[src/sv/ais_pkg.sv]
// ais_pkg: shared types, codes and constants of the annealing independent set step
// used by the channel interfaces, the divider, the multiplier and the top level
package ais_pkg;

    localparam int MAX_NODES = 32;
    localparam int NODE_LIM  = (MAX_NODES < 32) ? MAX_NODES : 32;
    localparam int SET_W     = 32;
    localparam int COST_W    = 12;
    localparam int TEMP_W    = 32;
    localparam int DIV_W     = 35;
    localparam int EXP_BITS  = 13;
    localparam logic [12:0] X_MAX  = 13'd4096;
    localparam logic [16:0] RATE_ONE = 17'd65536;
    localparam logic [63:0] Q62_ONE  = 64'h4000_0000_0000_0000;

    localparam logic [5:0]  NODE_COUNT_RST = 6'd32;
    localparam logic [31:0] INIT_TEMP_RST  = 32'd65536;
    localparam logic [16:0] COOL_RATE_RST  = 17'd64880;

    typedef enum logic [1:0] {
        ACT_LOAD_ROW = 2'd0,
        ACT_LOAD_SET = 2'd1,
        ACT_PROPOSE  = 2'd2,
        ACT_FINISH   = 2'd3
    } t_action;

    typedef enum logic [2:0] {
        ST_DEPENDENT = 3'd0,
        ST_ACCEPTED  = 3'd1,
        ST_REJECTED  = 3'd2,
        ST_LOADED    = 3'd3,
        ST_FINISHED  = 3'd4
    } t_status;

    localparam logic [1:0] REG_NODE_COUNT = 2'd0;
    localparam logic [1:0] REG_INIT_TEMP  = 2'd1;
    localparam logic [1:0] REG_COOL_RATE  = 2'd2;

    typedef enum logic [3:0] {
        S_IDLE,
        S_SCAN,
        S_EVAL,
        S_DIV,
        S_EXP_CHK,
        S_MUL,
        S_ACC,
        S_COOL,
        S_COOL_ACC,
        S_RESULT
    } t_state;

    typedef logic [63:0] t_pow_tab [EXP_BITS];

    // truncated series terms of e^(-1/256) in q2.62; the seventh term is zero
    localparam logic [63:0] EXP_T1 = Q62_ONE / 64'd256;
    localparam logic [63:0] EXP_T2 = EXP_T1 / 64'd512;
    localparam logic [63:0] EXP_T3 = EXP_T2 / 64'd768;
    localparam logic [63:0] EXP_T4 = EXP_T3 / 64'd1024;
    localparam logic [63:0] EXP_T5 = EXP_T4 / 64'd1280;
    localparam logic [63:0] EXP_T6 = EXP_T5 / 64'd1536;
    localparam logic [63:0] EXP_BASE = Q62_ONE - EXP_T1 + EXP_T2 - EXP_T3 + EXP_T4
                                       - EXP_T5 + EXP_T6;

    // truncated q2.62 product
    function automatic logic [63:0] ais_mul_q62(input logic [63:0] a, input logic [63:0] b);
        logic [127:0] p;
        p = {64'd0, a} * {64'd0, b};
        return p[125:62];
    endfunction

    // e^(-1/256) and its squarings e^(-2^k/256)
    function automatic t_pow_tab ais_pow_table();
        logic [63:0] base;
        t_pow_tab    tab;
        base = EXP_BASE;
        for (int i = 0; i < EXP_BITS; i++) begin
            tab[i] = base;
            base   = ais_mul_q62(base, base);
        end
        return tab;
    endfunction

    localparam t_pow_tab POW_TAB = ais_pow_table();

endpackage

[src/sv/ais_mul.sv]
// ais_mul: shared 32x32 multiplier with registered product
// used for the q2.62 exponent products and for cooling
module ais_mul
    import ais_pkg::*;
(
    input  logic        i_clk,
    input  logic [31:0] i_a,
    input  logic [31:0] i_b,
    output logic [63:0] o_p
);
    logic [63:0] r_p;

    always_ff @(posedge i_clk) begin
        r_p <= {32'd0, i_a} * {32'd0, i_b};
    end

    assign o_p = r_p;
endmodule

[config.mk]
export PLATFORM = sky130hd
export DESIGN_NAME = ais_mul
export DESIGN_NICKNAME = d
export VERILOG_FILES = /design/src/sv/ais_pkg.sv /design/src/sv/ais_mul.sv
export SDC_FILE = /design/constraint.sdc
export NUM_CORES = 2
export LEC_CHECK = 0
export BUFFER_PORTS_ARGS = -buffer_cell sky130_fd_sc_hd__buf_2
export CAP_MARGIN = 20
export CORE_MARGIN = 3
export CORE_UTILIZATION = 60
export CTS_CLUSTER_DIAMETER = 120
export DETAILED_ROUTE_END_ITERATION = 6
export GPL_TIMING_DRIVEN = 0
export PLACE_DENSITY = 0.9
export SETUP_SLACK_MARGIN = 0.2
export SLEW_MARGIN = 25
export SYNTH_ARGS = -nofsm -noshare
export SYNTH_HDL_FRONTEND = slang
export SYNTH_SLANG_ARGS = --single-unit
[constraint.sdc]
create_clock -name i_clk -period 11.7 [get_ports i_clk]
set_input_delay 2.34 -clock i_clk [delete_from_list [all_inputs] [get_ports i_clk]]
set_output_delay 2.34 -clock i_clk [all_outputs]
set_load 0.005 [all_outputs]
; After elaboration in Yosys (flattened, before gate mapping)
; Index checks and enable logic that the tools add are counted.
[word_totals]
reg_bits = 64
wordCells = 2
input_bits = 65
[op_classes]
n_mul = 1
[op_table]
columns = cell, count
row1 = 32-bit by 32-bit multiplier with 64-bit output, 1

; Logic depth before layout (Yosys ltp)
[logic_depth]
word_depth = 1
ltp_mapped = 29

; Worst setup path before layout
; Ideal clock, no wire load.
[synth_timing]
path_type = in2reg
from = input port i_a[25]
to = register r_p[62] (netlist: o_p[62])
setup_time_ns = 0.072
t_required_ns = 11.628
arrival_ns = 9.021
path_slack_ns = 2.607
cell_stages = 25
n_path_buf = 2
path_cell_list = clkbuf_1 -> nand2_1 -> fa_1 -> inv_1 -> fa_1 -> inv_1 -> fa_1 -> inv_1 -> fa_1 -> fa_1 -> fa_1 -> fa_1 -> inv_1 -> fa_1 -> inv_1 -> ha_1 -> buf_2 -> nand4_1 -> or4_1 -> or3_1 -> a31oi_1 -> a31o_2 -> a211oi_1 -> o21ai_1 -> xor2_1
[synth_between]
elab_chain_cells = 1
[synth_lines]
columns = element, line
row1 = start: declaration, ais_mul.sv:7  ; input logic [31:0] i_a,
row2 = 32-bit by 32-bit multiplier with 64-bit output, ais_mul.sv:14  ; r_p <= {32'd0, i_a} * {32'd0, i_b};
row3 = end signal: assignment, ais_mul.sv:14
row4 = end: declaration, ais_mul.sv:11  ; logic [63:0] r_p;
; Every way passes these cells.

; Worst setup path in the final report
[layout_timing]
from = input port i_b[23]
to = register r_p[62] (netlist: o_p[62])
[layout_between]
elab_chain_cells = 1
[layout_lines]
columns = element, line
row1 = start: declaration, ais_mul.sv:8  ; input logic [31:0] i_b,
row2 = 32-bit by 32-bit multiplier with 64-bit output, ais_mul.sv:14
; Every way passes these cells.

==> results by group <==
Yosys
  • Synthesized net count: 4972
  • Sequential area share after synthesis: 0.0369
  • Most used DFF post-synth: dfxtp_1
  • Post-synthesis cell area: 34700 sq um
  • Post-synth EDFFs: 0
  • YS warnings: 0
  • Post-synth cell types: 57
  • Async S/R FF share, synth: 0
  • FF+latch count, synth: 64
  • Cells after Synth: 3748
  • Synthesized area per cell: 9.25 sq um

Detailed routing
  • Routed Antenna Nets: 0
  • DRC viols: 0
  • Vias: 28.6k
  • Wire per inst: 26.0 um
  • DRT iter0 DRCs: 3287
  • WL final: 121000 um
  • Routed vias/inst: 6.12
  • First-pass DRT Iterations: 6

Floorplan
  • Core ar.: 56800 sq um
  • Die Wd: 246 um
  • I/O Pins: 129
  • Initial Util: 0.610
  • Core Rows: 87
  • Die Area: 60700 sq um
  • Die Ht: 246 um

Layout
  • Layout cell share with drive strength beyond 1: 0.0450
  • # nets final: 5112
  • Filler Cell Count: 4602
  • Layout area overhead: 5.77%
  • Largest register FFs: 64

Critical path
  • Crit-path cells: buf_2 -> clkbuf_1 -> nand2_1 -> fa_1 -> inv_1 -> fa_1 -> fa_1 -> fa_1 -> fa_1 -> fa_1 -> fa_1 -> inv_1 -> fa_1 -> inv_1 -> ha_1 -> buf_2 -> nand4_1 -> or4_1 -> or3_1 -> a31oi_1 -> a31o_2 -> a211oi_1 -> o21ai_1 -> xor2_1
  • CP Capture Type: flop
  • Worst Path Required: 11.98 ns
  • Most frequent cell on the critical path: fa_1
  • CP max stage cell: clkbuf_1
  • Slowest cell delay on critical path: 0.93 ns
  • Critical path data arrival time: 10.97 ns
  • Setup CP Type: in2reg
  • Crit-path max FO: 10
  • CP startpoint kind: input port

Timing
  • Fraction of the cycle the final worst path needs: 0.914
  • Max_slew headroom: 0.189
  • Final setup fails: 0
  • Slew @ Worst Pin: 1.22 ns
  • Minimum clock period: 10.69 ns
  • RSZ-0062 raised after global routing: false
  • Final hold violations: 0
  • Final TNS setup: 0 ns
  • Max Slew Vio Count: 0
  • Fmax: 93.5 MHz

CTS
  • Setup fix buffers added after clock tree synthesis: 0
  • Clk sinks: 64
  • Post_cts resized: 0
  • CTS root buf: clkbuf_16
  • TritonCTS buffer count: 9
  • Number of buffers on the longest clock path: 2
  • H-tree depth: 3
  • CTS tree: done
  • # hold bufs at CTS: 0
  • Clock-pin transition on the worst setup and hold timing paths: 0.06 ns

Min path
  • Hold Crit Class: in2reg
  • Hold path depth: 2
  • Hold path start: i_b[0]
  • Worst hold endpoint: o_p[0]

Global route
  • Grt ovf: 0
  • Initial antenna violation count: 22
  • GR Util met2: 0.627
  • Met1 usage: 0.473
  • Vias in the first global route: 30.6k
  • GRT Max-Usage Layer: met2
  • Met3 Use GR: 0.138
  • Total GRT Usage: 0.414
  • Largest net degree at the start of global routing: 14
  • First-pass GRT wire length: 182000 um

Status
  • Status: complete, no violations

Placed design
  • Port bufs: 128
  • RePlAce Congestion: 1.12
  • Hpwl dp: 102000 um

Run
  • Max Cap Viol: 0
per-layer routing:
layer,part of all wire,up-vias
li1,-,11147
met1,0.31,14202
met2,0.44,2358
met3,0.14,856
met4,0.12,6
met5,0.00037,-
per-stage QoR:
step	setup WS (ns)	std cells	hold slack, ns	utilization	area (sq um)
floorplan	2.61	3748	2.47	-	34700
global placement	1.16	4632	2.72	0.638	36300
detailed placement	1.04	4632	2.72	0.638	36300
CTS	1.37	4648	2.37	0.644	36600
global route	1.02	4654	2.38	0.645	36600
finish	1.01	4666	2.39	0.645	36700
logic make-up (layout without fill, tap and decap cells):
| family | count (synthesis) | after routing | share of synthesized area |
|---|---|---|---|
| multiplexers | 1 | 1 | 0.000289 |
| adder cells (fa/ha/maj) | 1159 | 1159 | 0.612 |
| XOR/XNOR | 60 | 60 | 0.0152 |
| buffers and inverters | 1085 | 1230 | 0.118 |
| AND/OR/NAND/NOR | 1177 | 1177 | 0.176 |
| other | 0 | 17 | 0 |
| AO/OA/AOI/OAI | 202 | 202 | 0.0415 |
| flip-flops | 64 | 64 | 0.0369 |
worst max path at each step:
stage	endpoint	slack [ns]	start
after CTS	o_p[62]	1.37	i_b[26]
after detailed placement	o_p[62]	1.04	i_b[26]
after global placement	o_p[62]	1.16	i_a[17]
final	o_p[62]	1.01	i_b[23]
after global routing	o_p[62]	1.02	i_a[19]
after floorplan	o_p[62]	2.61	i_a[25]
final cells by class:
type                    count  area [sq um]  share of cell area
multi-input cells        2599         29300               0.799
inverters                 865          3250              0.0885
flip-flops and latches     64          1280              0.0349
well taps                 756           946              0.0258
plain buffers             220           842              0.0230
repair buffers            129           652              0.0178
clock buffers               9           225             0.00614
clock inverters             7           128             0.00348
diodes                     17          42.5             0.00116
cells in the final DEF (no fill, tap or decap), types with 4 or more instances in the layout:
cell type,n
o21bai_1,10
xor2_1,25
nor3_1,7
a21oi_1,63
ha_1,263
buf_2,134
o21ai_0,21
nand3_1,10
clkbuf_2,7
o21ai_1,5
inv_1,865
clkbuf_1,206
a31oi_1,12
nand4_1,23
and3_1,14
dfxtp_1,64
and2_1,602
nand2_1,480
nor2_1,20
xnor2_1,35
clkbuf_16,9
a221o_1,4
a21o_1,40
fa_1,896
o21a_1,9
diode_2,17
synthesized netlist by cell type, types with 4 or more instances:
master | n | area [sq um]
nor2_1 | 20 | 75.1
and2_1 | 602 | 3770
inv_1 | 865 | 3250
o21bai_1 | 10 | 75.1
a21oi_1 | 63 | 315
nor3_1 | 7 | 35.0
o21a_1 | 9 | 67.6
nand3_1 | 10 | 50.1
xnor2_1 | 35 | 307
nand2_1 | 480 | 1800
ha_1 | 263 | 3290
xor2_1 | 25 | 219
dfxtp_1 | 64 | 1280
buf_2 | 6 | 30.0
and3_1 | 14 | 87.6
o21ai_0 | 21 | 105
o21ai_1 | 5 | 25.0
a31oi_1 | 12 | 75.1
a21o_1 | 40 | 300
fa_1 | 896 | 17900
clkbuf_1 | 213 | 800
nand4_1 | 23 | 144
a221o_1 | 4 | 40.0
worst max-delay path, delay by kind of cell:
kind | cells | cell delay [ns]
buf+inv | 6 | 1.49
xor+xnor | 1 | 0.17
fa+ha+maj | 9 | 4.44
compound gates | 4 | 1.13
simple gates | 4 | 1.39
Power is left out: the tool's default activity adds up to more than one toggle a clock period on the data nets, which glitch-free logic cannot reach.
