### src/sv/ais_pkg.sv
// ais_pkg: shared types, codes and constants of the annealing independent set step
// used by the channel interfaces, the divider, the multiplier and the top level
package ais_pkg;

    localparam int MAX_NODES = 32;
    localparam int NODE_LIM  = (MAX_NODES < 32) ? MAX_NODES : 32;
    localparam int SET_W     = 32;
    localparam int COST_W    = 12;
    localparam int TEMP_W    = 32;
    localparam int DIV_W     = 35;
    localparam int EXP_BITS  = 13;
    localparam logic [12:0] X_MAX  = 13'd4096;
    localparam logic [16:0] RATE_ONE = 17'd65536;
    localparam logic [63:0] Q62_ONE  = 64'h4000_0000_0000_0000;

    localparam logic [5:0]  NODE_COUNT_RST = 6'd32;
    localparam logic [31:0] INIT_TEMP_RST  = 32'd65536;
    localparam logic [16:0] COOL_RATE_RST  = 17'd64880;

    typedef enum logic [1:0] {
        ACT_LOAD_ROW = 2'd0,
        ACT_LOAD_SET = 2'd1,
        ACT_PROPOSE  = 2'd2,
        ACT_FINISH   = 2'd3
    } t_action;

    typedef enum logic [2:0] {
        ST_DEPENDENT = 3'd0,
        ST_ACCEPTED  = 3'd1,
        ST_REJECTED  = 3'd2,
        ST_LOADED    = 3'd3,
        ST_FINISHED  = 3'd4
    } t_status;

    localparam logic [1:0] REG_NODE_COUNT = 2'd0;
    localparam logic [1:0] REG_INIT_TEMP  = 2'd1;
    localparam logic [1:0] REG_COOL_RATE  = 2'd2;

    typedef enum logic [3:0] {
        S_IDLE,
        S_SCAN,
        S_EVAL,
        S_DIV,
        S_EXP_CHK,
        S_MUL,
        S_ACC,
        S_COOL,
        S_COOL_ACC,
        S_RESULT
    } t_state;

    typedef logic [63:0] t_pow_tab [EXP_BITS];

    // truncated series terms of e^(-1/256) in q2.62; the seventh term is zero
    localparam logic [63:0] EXP_T1 = Q62_ONE / 64'd256;
    localparam logic [63:0] EXP_T2 = EXP_T1 / 64'd512;
    localparam logic [63:0] EXP_T3 = EXP_T2 / 64'd768;
    localparam logic [63:0] EXP_T4 = EXP_T3 / 64'd1024;
    localparam logic [63:0] EXP_T5 = EXP_T4 / 64'd1280;
    localparam logic [63:0] EXP_T6 = EXP_T5 / 64'd1536;
    localparam logic [63:0] EXP_BASE = Q62_ONE - EXP_T1 + EXP_T2 - EXP_T3 + EXP_T4
                                       - EXP_T5 + EXP_T6;

    // truncated q2.62 product
    function automatic logic [63:0] ais_mul_q62(input logic [63:0] a, input logic [63:0] b);
        logic [127:0] p;
        p = {64'd0, a} * {64'd0, b};
        return p[125:62];
    endfunction

    // e^(-1/256) and its squarings e^(-2^k/256)
    function automatic t_pow_tab ais_pow_table();
        logic [63:0] base;
        t_pow_tab    tab;
        base = EXP_BASE;
        for (int i = 0; i < EXP_BITS; i++) begin
            tab[i] = base;
            base   = ais_mul_q62(base, base);
        end
        return tab;
    endfunction

    localparam t_pow_tab POW_TAB = ais_pow_table();

endpackage

### src/sv/ais_div.sv
// ais_div: restoring divider, one quotient bit per cycle
// depends on ais_pkg for the dividend width
module ais_div
    import ais_pkg::*;
(
    input  logic             i_clk,
    input  logic             i_rst_n,
    input  logic             i_start,
    input  logic [DIV_W-1:0] i_dividend,
    input  logic [31:0]      i_divisor,
    output logic             o_done,
    output logic [DIV_W-1:0] o_quot,
    output logic [31:0]      o_rem
);
    logic [DIV_W-1:0] r_quo;
    logic [32:0]      r_rem;
    logic [31:0]      r_dvs;
    logic [5:0]       r_cnt;
    logic             r_busy;
    logic             r_done;
    logic [32:0]      trial;
    logic             fits;

    assign trial = {r_rem[31:0], r_quo[DIV_W-1]};
    assign fits  = trial >= {1'b0, r_dvs};

    always_ff @(posedge i_clk) begin
        if (!i_rst_n) begin
            r_busy <= 1'b0;
            r_done <= 1'b0;
            r_cnt  <= '0;
        end else begin
            r_done <= 1'b0;
            if (i_start) begin
                r_busy <= 1'b1;
                r_cnt  <= 6'(DIV_W);
            end else if (r_busy) begin
                r_cnt <= r_cnt - 6'd1;
                if (r_cnt == 6'd1) begin
                    r_busy <= 1'b0;
                    r_done <= 1'b1;
                end
            end
        end
    end

    always_ff @(posedge i_clk) begin
        if (i_start) begin
            r_quo <= i_dividend;
            r_rem <= '0;
            r_dvs <= i_divisor;
        end else if (r_busy) begin
            r_rem <= fits ? (trial - {1'b0, r_dvs}) : trial;
            r_quo <= {r_quo[DIV_W-2:0], fits};
        end
    end

    assign o_done = r_done;
    assign o_quot = r_quo;
    assign o_rem  = r_rem[31:0];
endmodule

### config.mk
export PLATFORM = sky130hd
export DESIGN_NAME = ais_div
export DESIGN_NICKNAME = d
export VERILOG_FILES = /design/src/sv/ais_pkg.sv /design/src/sv/ais_div.sv
export SDC_FILE = /design/constraint.sdc
export NUM_CORES = 1
export LEC_CHECK = 0
export BUFFER_PORTS_ARGS = -buffer_cell sky130_fd_sc_hd__buf_2
export CORE_MARGIN = 2
export CORE_UTILIZATION = 59
export DETAILED_ROUTE_END_ITERATION = 6
export HOLD_SLACK_MARGIN = 0.06
export PLACE_DENSITY = 0.9
export SETUP_SLACK_MARGIN = 0.3
export SYNTH_ARGS = -nofsm -noshare
export SYNTH_HDL_FRONTEND = slang
export SYNTH_SLANG_ARGS = --single-unit
export TNS_END_PERCENT = 30
### constraint.sdc
create_clock -name i_clk -period 6.9 [get_ports i_clk]
set_input_delay 1.035 -clock i_clk [delete_from_list [all_inputs] [get_ports i_clk]]
set_output_delay 1.035 -clock i_clk [all_outputs]
set_load 0.05 [all_outputs]
After elaboration in Yosys (flattened, before gate mapping)

Index checks and enable logic that the tools add are counted.

Flip-flop bits (word level): 107
Bits in read-only memories: 0
Bits in latches: 0
Logic and storage cells: 25
Memories: 0
Bits in writable memories: 0

Shift-type cells: 0
Bitwise logic cells: 2
Order comparisons: 1
Reduce and logical (&&, ||, !) cells: 3
Equality and inequality tests: 1
Div/mod/pow operators: 0
Mux-type cells: 9
Add/sub/neg operators: 2
$mul: 0

Operators by type and width:

| kind                  | number |
|---|---|
| $mux W35              | 2 |
| $ge A33 B32 Y1        | 1 |
| $mux W32              | 1 |
| $sub A32 B32 Y32      | 1 |
| $mux W6               | 2 |
| $eq A6 B1 Y1 const B  | 1 |
| $sub A6 B1 Y6 const B | 1 |
| $mux W1               | 4 |
| $reduce_or A3 Y1      | 1 |
| $not A1 Y1            | 2 |
| $reduce_bool A2 Y1    | 1 |
| $reduce_or A2 Y1      | 1 |

Logic depth before layout (Yosys ltp)

Gate-level depths: netlist of the first run.

Word-level depth: 4
Mapped depth: 14

Least setup slack after synthesis of the first run

OpenSTA, ideal clock, no wires.

Kind: flip-flop to flip-flop
Start point: register r_rem[5]
End point: register r_quo[0] (netlist: o_quot[0]), data pin
Data required time: 6640 ps
Library setup time: 260 ps
Stages on the path, launching flop included: 11
Arrival: 3066 ps
Slack: 3574 ps
Cells stage by stage: dfxtp_1 -> ha_1 -> a21o_1 -> a311o_1 -> a41oi_2 -> a21oi_2 -> o311a_1 -> or3_1 -> buf_2 -> buf_2 -> mux2_2

Cells in the longest elaborated chain, start to end: 3

Ends and longest elaborated chain:

| element                  | line          | text |
|---|---|---|
| start: declaration       | ais_div.sv:16 | `logic [32:0] r_rem;` |
| start signal: assignment | ais_div.sv:53 | `r_rem <= fits ? (trial - {1'b0, r_dvs}) : trial;` |
| $ge A33 B32 Y1           | ais_div.sv:25 | `assign fits = trial >= {1'b0, r_dvs};` |
| $mux W35                 | ais_div.sv:52 | `end else if (r_busy) begin` |
| $mux W35                 | ais_div.sv:48 | `if (i_start) begin` |
| end signal: assignment   | ais_div.sv:49 | `r_quo <= i_dividend;` |
| end signal: assignment   | ais_div.sv:54 | `r_quo <= {r_quo[DIV_W-2:0], fits};` |
| end: declaration         | ais_div.sv:15 | `logic [DIV_W-1:0] r_quo;` |

No other way between the ends. The select of a mux whose other input is x is not followed.
A chain may end at the register's enable or synchronous reset.

Worst setup path after layout of the first run

Start point: register r_rem[5]
End point: register r_rem[13]

Cells in the longest elaborated chain, start to end: 2
Elaborated cells on any way between the ends: 3
Classes of those cells: add/sub: 1; order compare: 1; mux: 1

Ends and longest elaborated chain:

| element                                                   | line |
|---|---|
| $sub A32 B32 Y32 / $ge A33 B32 Y1 (equally long branches) | ais_div.sv:53, ais_div.sv:25 |
| $mux W32 (*)                                              | ais_div.sv:53 |

Mark *: on every way between the ends. The rest lies on a longest branch, timed or not.

==> results of run 1 <==
[layout make-up]
cell class,instances,share of cell area [%]
Clock buffer,10,1.82
Sequential cell,107,40.2
Multi-Input combinational cell,418,42.2
Tap cell,133,2.38
Inverter,40,2.14
Timing Repair Buffer,141,10.3
Clock inverter,6,1.05
[cells by family (layout without fill, tap and decap cells)]
kind of cell / after synthesis / count (layout) / synth area share (%)
buffers and inverters: 68 / 197 / 4.53
xor gates and xnor gates: 33 / 33 / 4.78
muxes: 53 / 53 / 9.50
DFF: 107 / 107 / 46.5
and+or+nand+nor: 144 / 144 / 10.7
AOI/OAI and AO/OA: 153 / 153 / 16.6
adders and majority gates: 35 / 35 / 7.37
[synth_stat cells (4+ instances only)]
master / number
nand4_1: 5
o21bai_1: 5
nand3_1: 6
ha_1: 34
mux2i_1: 18
nor2b_1: 6
inv_1: 40
nand2_1: 63
mux2_2: 35
a211oi_1: 8
and3_1: 4
o21a_1: 8
o221ai_1: 4
xor2_1: 20
nand2b_1: 7
a21oi_1: 40
nor2_1: 36
xnor2_1: 13
a31oi_1: 5
dfxtp_1: 40
nor3_1: 6
a21o_1: 27
o31ai_1: 4
clkbuf_1: 22
o21ai_0: 31
edfxtp_1: 67
[power breakdown]
part	total [uW]	leakage (uW)	switching, uW	internal, uW
registers	768	0.000991	31.2	737
logic	415	0.00216	277	138
clock network	406	0.000102	232	173
[through the flow]
step                      util, %  setup WS [ps]
final                        71.0           3320
after global routing         71.0           3070
after CTS                    71.0           3330
after detailed placement     69.0           3330
after global placement       69.0           3460
after floorplan                 -           3570
[tightest hold or removal path: stages, from the launching register on]
cell and delay [ps]:
dfxtp_1 350, nand2_1 60, o21ai_0 60
[flip-flops by register name (all words and copies together) (netlist names)]
name,cells
o_done,1
o_quot,35
r_busy,1
r_cnt,6
r_dvs,32
r_rem,32
[metal layers]
| metal | wire length, microns | vias up |
|---|---|---|
| li1 | - | 2388 |
| met1 | 6060 | 2351 |
| met2 | 6980 | 228 |
| met3 | 1140 | 29 |
| met4 | 278 | 0 |
| met5 | 0 | - |
[path summary, 6_finish.rpt]
check / endpoint / depth (start not counted)
min: r_rem[18] / 2
max reg2reg: r_rem[13] / 10
min reg2reg: r_rem[18] / 2
max: r_rem[13] / 10
[cell usage in the layout (no fill, tap or decap), types with 3 or more instances in the layout]
cell type / n
buf_2: 136
edfxtp_1: 67
nand2_1: 63
inv_1: 40
a21oi_1: 40
dfxtp_1: 40
nor2_1: 36
mux2_2: 35
ha_1: 34
o21ai_0: 31
a21o_1: 27
xor2_1: 20
mux2i_1: 18
xnor2_1: 13
clkbuf_8: 9
o21a_1: 8
a211oi_1: 8
nand2b_1: 7
nor2b_1: 6
nand3_1: 6
nor3_1: 6
o21bai_1: 5
nand4_1: 5
a31oi_1: 5
buf_4: 5
and3_1: 4
o31ai_1: 4
o221ai_1: 4
nor4_1: 3
o21ai_1: 3
a22o_1: 3
==> impl_metrics.ini, run 1 <==
[status]
outcome = finished, final reports clean

[timing]
slew_headroom_pct = 16.8
period_minus_slack_ps = 3580
worst_pin_slew_ps = 1250
tns_ps = 0
rsz0062_at_grt = no
hold-worst-slack_ps = 515
final.setup_skew_ps = 15.3
fmax_mhz = 279
min_period_over_period_pct = 51.9
setup_viol = 0
slew_violations = 0
hold_viol_final = 0

[detailed_routing]
dr.pass1.iters = 5
wl_microns = 14500
viasPerCell = 5.84
ant_nets = 0
drc = 0
wl_per_cell_microns = 16.9
drt-initial-drc-count = 361
routed-via-count = 4996

[critical_path]
cp_max_fo = 22
cp_slowest_cell = or3_1
critPathMaxStageDelay_ps = 730
crit_start = r_rem[5]
crit_family = compound AO/OA/AOI/OAI gates
crit_required_ps = 7200
crit_chain = ha_1, a21o_1, a311o_1, a41oi_2, a21oi_2, o311a_1, or3_1, buf_4, mux2i_1, a211oi_1
end_kind = flop
r2r_slack_ps = 3320
timing.rr.start = r_rem[5]
crit_type = flop to flop
arrival_ps = 3880
path_buf_inv = 1
cp-start-kind = flop

[worst_hold_path]
min_from = r_rem[18]
hold_path.class = flop to flop

[logic_synthesis]
synthFlopType = edfxtp_1
syn_inst = 593
synth.area.top_cells = edfxtp_1, dfxtp_1, ha_1
yosys_warnings = 0
synth_edf_count = 67
ys_types = 51
synth.largest_area_cell = edfxtp_1
syn_area_sq_um = 6040
synth_top_area_share_pct = 33.3
synthArstFlopShare_pct = 0
yosys_register_bits = 107
synth_nets = 698
synth-seq-area-share_pct = 46.5
syn_area_per_cell_sq_um = 10.2

[cells_and_area]
drive_above_1_share_pct = 27.1
syn2layout_area_growth_pct = 15.9
final_nets = 822
diodes = 0
ff_latch_area_sq_um = 2810
fillers = 735
multi_input_area_sq_um = 2960
final_cell_area_sq_um = 7010
final_cells = 855

[floorplanning]
dieHeight_microns = 105
boundaryPins = 138
rows = 36
dieArea_sq_um = 11100
chipWidth_microns = 105
initial_core_util_pct = 61.3
core_area_sq_um = 9860

[job]
maxCapViolations = 0

[cts]
ctsHoldBuffers = 0
clkLatencyLatePin_ps = 400
post_cts_resized = 0
cts_buffers = 9
cts_root_buffer = clkbuf_8
cts_tree = yes
clkTransAtPathRegs_ps = 110
clock_sinks = 107
cts_buffer_depth = 2
postCtsSetupBuffers = 0
htreeDepth = 3

[placed_design]
numPortBuffers = 137
placed_area_sq_um = 6800
dp.cells = 839
place_congestion = 0.918
hpwl_microns = 10700

[global_routing]
grt_use_met1_pct = 33.2
overflow = 0
grt_pass1_wl_microns = 23900
grtUsageMet3_pct = 7.99
gr-usage-all-layers_pct = 27.0
grt_antenna_before_repair = 0
busiest_layer = met2
grt_max_degree = 54
grt_use_met2_pct = 45.7
first_global_vias = 4957

[power_and_ir_drop]
irDropWorstVdd_v = 0.000188
power_uw = 1590
p_leak_uw = 0.00326
cellPowerDensity_nw_per_um2 = 227
No activity file was read; power rests on OpenSTA's default activity.
==> run 2, diff against run 1 <==
- CORE_UTILIZATION: 59 -> 49
- PLACE_DENSITY: 0.9 -> 0.8
- clock period: 6.9 -> 3.1 ns (I/O delays scaled with it)
==> run 2 against run 1 <==
Register-to-register slack worse by 3200 ps. Utilization is 7.7 points lower. Worst hold slack worse by 240 ps. Critical path depth is 2 higher. Sequential share of layout area is 2.9 points lower. Die area is 20% higher. Setup slack worse by 3200 ps. Clock skew is 2.3 ps lower. Critical endpoint is now r_rem[1]. Largest power group unchanged. Clock power grew to 2.7 times the previous value. Combinational power is 150% higher. Final area is 8.5% higher.
==> impl_metrics.ini, run 2 (synthesized netlist as in run 1, its figures left out) <==
[status]
outcome = finished, final reports clean

[detailed_routing]
drt-initial-drc-count = 321
drc = 0
routed-via-count = 5060
ant_nets = 0
wl_microns = 15300
dr.pass1.iters = 5
viasPerCell = 5.65
wl_per_cell_microns = 17.1

[floorplanning]
rows = 40
boundaryPins = 138
dieHeight_microns = 115
chipWidth_microns = 115
dieArea_sq_um = 13200
initial_core_util_pct = 50.3
core_area_sq_um = 12000

[cells_and_area]
final_cells = 896
final_nets = 848
final_cell_area_sq_um = 7600
syn2layout_area_growth_pct = 25.8
final_cell_mix = buf_2, edfxtp_1, nand2_1
largest_reg_flops = 35
final_common_cell = buf_2
drive_above_1_share_pct = 34.8

[critical_path]
cp-start-kind = flop
r2r_slack_ps = 150
crit_cells = 12
crit_family = compound AO/OA/AOI/OAI gates
reg2regPathDepth = 12
arrival_ps = 3180
timing.rr.end = r_rem[1]
crit_start = r_dvs[8]
critPathMaxStageDelay_ps = 440
end_kind = flop
endpoint = r_rem[1]
path_common_cell = o21ai_0
cp_slowest_cell = or3_4
cp_max_fo = 6
crit_chain = inv_2, ha_4, a21o_1, a311o_1, a41oi_2, a21oi_2, o311a_1, or3_4, buf_4, clkbuf_16, o21ai_0, o21ai_0
timing.rr.start = r_dvs[8]
crit_type = flop to flop
crit_required_ps = 3320
path_buf_inv = 3

[timing]
hold_viol_final = 0
fmax_mhz = 338
period_minus_slack_ps = 2950
layout_setup_ws_ps = 145
slew_headroom_pct = 58.7
rsz0062_at_grt = yes
tns_ps = 0
final.setup_skew_ps = 13.0
slew_violations = 0
setup_viol = 0
worst_pin_slew_ps = 620
min_period_over_period_pct = 95.3

[power_and_ir_drop]
power_uw = 3840
cellPowerDensity_nw_per_um2 = 506
irDropWorstVdd_v = 0.000478
p_leak_uw = 0.00344

[cts]
clock_sinks = 107
cts_tree = yes
clkTransAtPathRegs_ps = 80
clkLatencyLatePin_ps = 360
cts_buffer_depth = 2
htreeDepth = 3
cts_buffers = 9
cts_root_buffer = clkbuf_16

[placed_design]
pre_cts_slack_ps = 70.7
hpwl_microns = 10900
place_congestion = 0.901
dp.cells = 862
placed_area_sq_um = 6970
numPortBuffers = 137

[global_routing]
grt_max_degree = 50
grt_antenna_before_repair = 1
overflow = 0
first_global_vias = 4907
grt_pass1_wl_microns = 23800
gr-usage-all-layers_pct = 22.9

[worst_hold_path]
hold_path.class = input port to flop

[job]
maxCapViolations = 0
run 2: cell type report:
cell class / instances / area [sq um]
inverters: 40 / 150
well taps: 147 / 184
clock buffers: 12 / 246
fillers: 963 / 4410
flip-flops and latches: 107 / 2830
repair buffers: 167 / 1030
clock inverters: 4 / 35.0
diodes: 1 / 2.50
multi-input cells: 418 / 3120
run 2: report_power, final:
part           internal, uW  switching [uW]
Combinational           372             652
Sequential             1640            67.8
Clock                   577             536
Total                  2590            1260
run 2: how the worst min path moves through the flow:
stage                              from         to  slack, ps  depth (start not counted)
after floorplan                r_cnt[4]   r_cnt[4]        510                          2
after global routing       i_divisor[3]   r_dvs[3]        260                          1
after CTS                 i_divisor[25]  r_dvs[25]        260                          1
final                     i_divisor[31]  r_dvs[31]        270                          1
after global placement         r_rem[8]   r_rem[8]        460                          2
after detailed placement       r_rem[3]   r_rem[3]        470                          2
run 2: what timing repair did:
item                                    CTS  global route
hold buffers                              0             0
resized for setup                        10            31
setup buffers                             2            12
gates cloned                              1             2
pin swaps                                 0            13
endpoints found under the setup margin   33            33
run 2: layer usage:
layer	vias up	part of all wire, %	GRT usage (%)	wire (microns)
met4	0	2.1	8.11	327
met3	26	7.4	6.11	1140
met1	2389	41	28.8	6350
met5	-	0	0	0
li1	2431	-	-	-
met2	214	49	38.2	7540
run 2: worst register-to-register path, cell delays in order (launching register included):
cell and delay [ps]:
edfxtp_1 400, inv_2 80, ha_4 200, a21o_1 190, a311o_1 340, a41oi_2 180
a21oi_2 90, o311a_1 310, or3_4 440, buf_4 180, clkbuf_16 140, o21ai_0 160
o21ai_0 110
run 2: per-stage QoR:
step	hold slack (ps)	utilization (%)
3_5_place_dp	467	58.0
4_1_cts	263	61.1
6_report	273	63.3
5_1_grt	265	63.3
2_1_floorplan	507	-
3_3_place_gp	458	58.0
==> run 3, diff against run 2 <==
--- a/config.mk
+++ b/config.mk
@@ -13,2 +13,3 @@
 export PLACE_DENSITY = 0.8
+export REMOVE_ABC_BUFFERS = 1
 export SETUP_SLACK_MARGIN = 0.3
--- a/constraint.sdc
+++ b/constraint.sdc
@@ -3,2 +3,2 @@
 set_output_delay 0.465 -clock i_clk [all_outputs]
-set_load 0.05 [all_outputs]
+set_load 0.1 [all_outputs]
==> run 3 against run 2 <==
Setup slack lost 44 ps. Critical path depth is the same. Wire length rose by 0.35%. Sequential power barely moved. Clock-buffer cell count fell by 2. Die area did not move. Final area shrank 1.6%. Critical endpoint is now r_rem[10]. Largest cell class unchanged.
==> impl_metrics.ini, run 3 (synthesized netlist as in run 1, its figures left out) <==
[status]
outcome = finished, final reports clean

[placed_design]
hpwl_microns = 10600
dp.cells = 868
numPortBuffers = 137
place_congestion = 0.932
pre_cts_slack_ps = 49.1
placed_area_sq_um = 6950

[global_routing]
grt_pass1_wl_microns = 23800
grt_max_degree = 46
gr-usage-all-layers_pct = 22.8
first_global_vias = 4958
grt_antenna_before_repair = 0
overflow = 0

[detailed_routing]
drt-initial-drc-count = 310
ant_nets = 0
viasPerCell = 5.75
drc = 0
dr.pass1.iters = 5
wl_microns = 15400
wl_per_cell_microns = 17.3
routed-via-count = 5119

[worst_hold_path]
hold_path.class = input port to flop
holdPathStages = 1
hold_end = r_dvs[16]
min_from = i_divisor[16]

[cts]
cts_buffer_depth = 2
clkTransAtPathRegs_ps = 80
cts_root_buffer = clkbuf_16
htreeDepth = 3
ctsHoldBuffers = 0
cts_tree = yes
clkLatencyLatePin_ps = 370
cts_buffers = 9
clock_sinks = 107

[critical_path]
arrival_ps = 3250
crit_type = flop to flop
end_kind = flop
cp-start-kind = flop
critPathMaxStageDelay_ps = 460
crit_required_ps = 3350
crit_chain = inv_2, ha_4, a21o_1, a311o_1, a41oi_2, a21oi_2, o311a_1, or3_4, buf_12, nor2_1, a21oi_1, a22o_1
cp_slowest_cell = or3_4
timing.rr.end = r_rem[10]
cp_max_fo = 9
timing.rr.start = r_dvs[6]
reg2regPathDepth = 12
r2r_slack_ps = 100

[power_and_ir_drop]
p_sw_uw = 1530
p_clk_share_pct = 27.6
cellPowerDensity_nw_per_um2 = 548
p_leak_uw = 0.00343
power_uw = 4100
switching_share_pct = 37.3
p_int_uw = 2570
combPwrFrac_pct = 30.8
p_seq_share_pct = 41.6
irDropWorstVdd_v = 0.000481

[floorplanning]
core_area_sq_um = 12000
chipWidth_microns = 115
boundaryPins = 138
initial_core_util_pct = 50.3
dieHeight_microns = 115
dieArea_sq_um = 13200
rows = 40

[timing]
hold_viol_final = 0
fmax_mhz = 333
slew_headroom_pct = 64.3
period_minus_slack_ps = 3000
setup_viol = 0
tns_ps = 0
final.setup_skew_ps = 10.5
worst_pin_slew_ps = 535
slew_violations = 0
layout_setup_ws_ps = 101
rsz0062_at_grt = yes
min_period_over_period_pct = 96.7

[cells_and_area]
syn2layout_area_growth_pct = 23.8
largest_reg_flops = 35
drive_above_1_share_pct = 32.3
final_common_cell = buf_2
final_cell_area_sq_um = 7480
diodes = 0
final_cell_mix = buf_2, edfxtp_1, nand2_1
final_nets = 843
final_cells = 890

[job]
maxCapViolations = 0
run 3: metal layers:
metal | part of all wire (%) | routed length, microns | vias to the layer above | GRT usage, %
li1 | - | - | 2424 | -
met1 | 40 | 6190 | 2428 | 28.4
met2 | 48 | 7430 | 235 | 38.0
met3 | 9.4 | 1450 | 32 | 7.38
met4 | 2.2 | 340 | 0 | 6.67
met5 | 0 | 0 | - | 0
run 3: area by class of cell:
cell class / count / area (sq um)
Clock buffer: 10 / 239
Clock inverter: 6 / 46.3
Fill cell: 993 / 4530
Inverter: 40 / 150
Multi-Input combinational cell: 418 / 3090
Sequential cell: 107 / 2810
Tap cell: 147 / 184
Timing Repair Buffer: 162 / 958
run 3: critical path, delay by kind of cell (launching register included):
family,cells,cell delay (ps)
buf+inv,2,250
compound gates,7,1460
simple gates,2,590
flops,1,380
fa+ha+maj,1,190
run 3: what timing repair did:
item | CTS | global route
cloned | 1 | 1
gates resized for setup | 14 | 22
pin swaps | 6 | 11
endpoints found under the setup margin | 33 | 33
buffers inserted | 2 | 2
run 3: how the worst max path moves through the flow:
stage / start / endpoint / slack (ps)
after floorplan: r_rem[5] / o_quot[0] / -1030
after global placement: r_dvs[8] / o_quot[0] / 120
after detailed placement: r_dvs[8] / o_quot[0] / 50
after CTS: r_dvs[8] / o_quot[0] / 140
after global routing: r_dvs[6] / r_rem[10] / -30
final: r_dvs[6] / r_rem[10] / 100
run 3: stage by stage:
| stage | utilization (%) | hold slack, ps |
|---|---|---|
| 6_report | 62.3 | 269 |
| 5_1_grt | 62.3 | 259 |
| 4_1_cts | 61.3 | 264 |
| 3_5_place_dp | 57.8 | 488 |
| 3_3_place_gp | 57.8 | 477 |
| 2_1_floorplan | - | 507 |
run 3: power groups by stage:
stage	combinational [uW]	sequential, uW	clock (uW)
floorplan	431	2230	0
global placement	1180	1730	0
detailed placement	1200	1730	0
CTS	1230	1700	1150
global route	1340	1720	1200
finish	1260	1700	1130
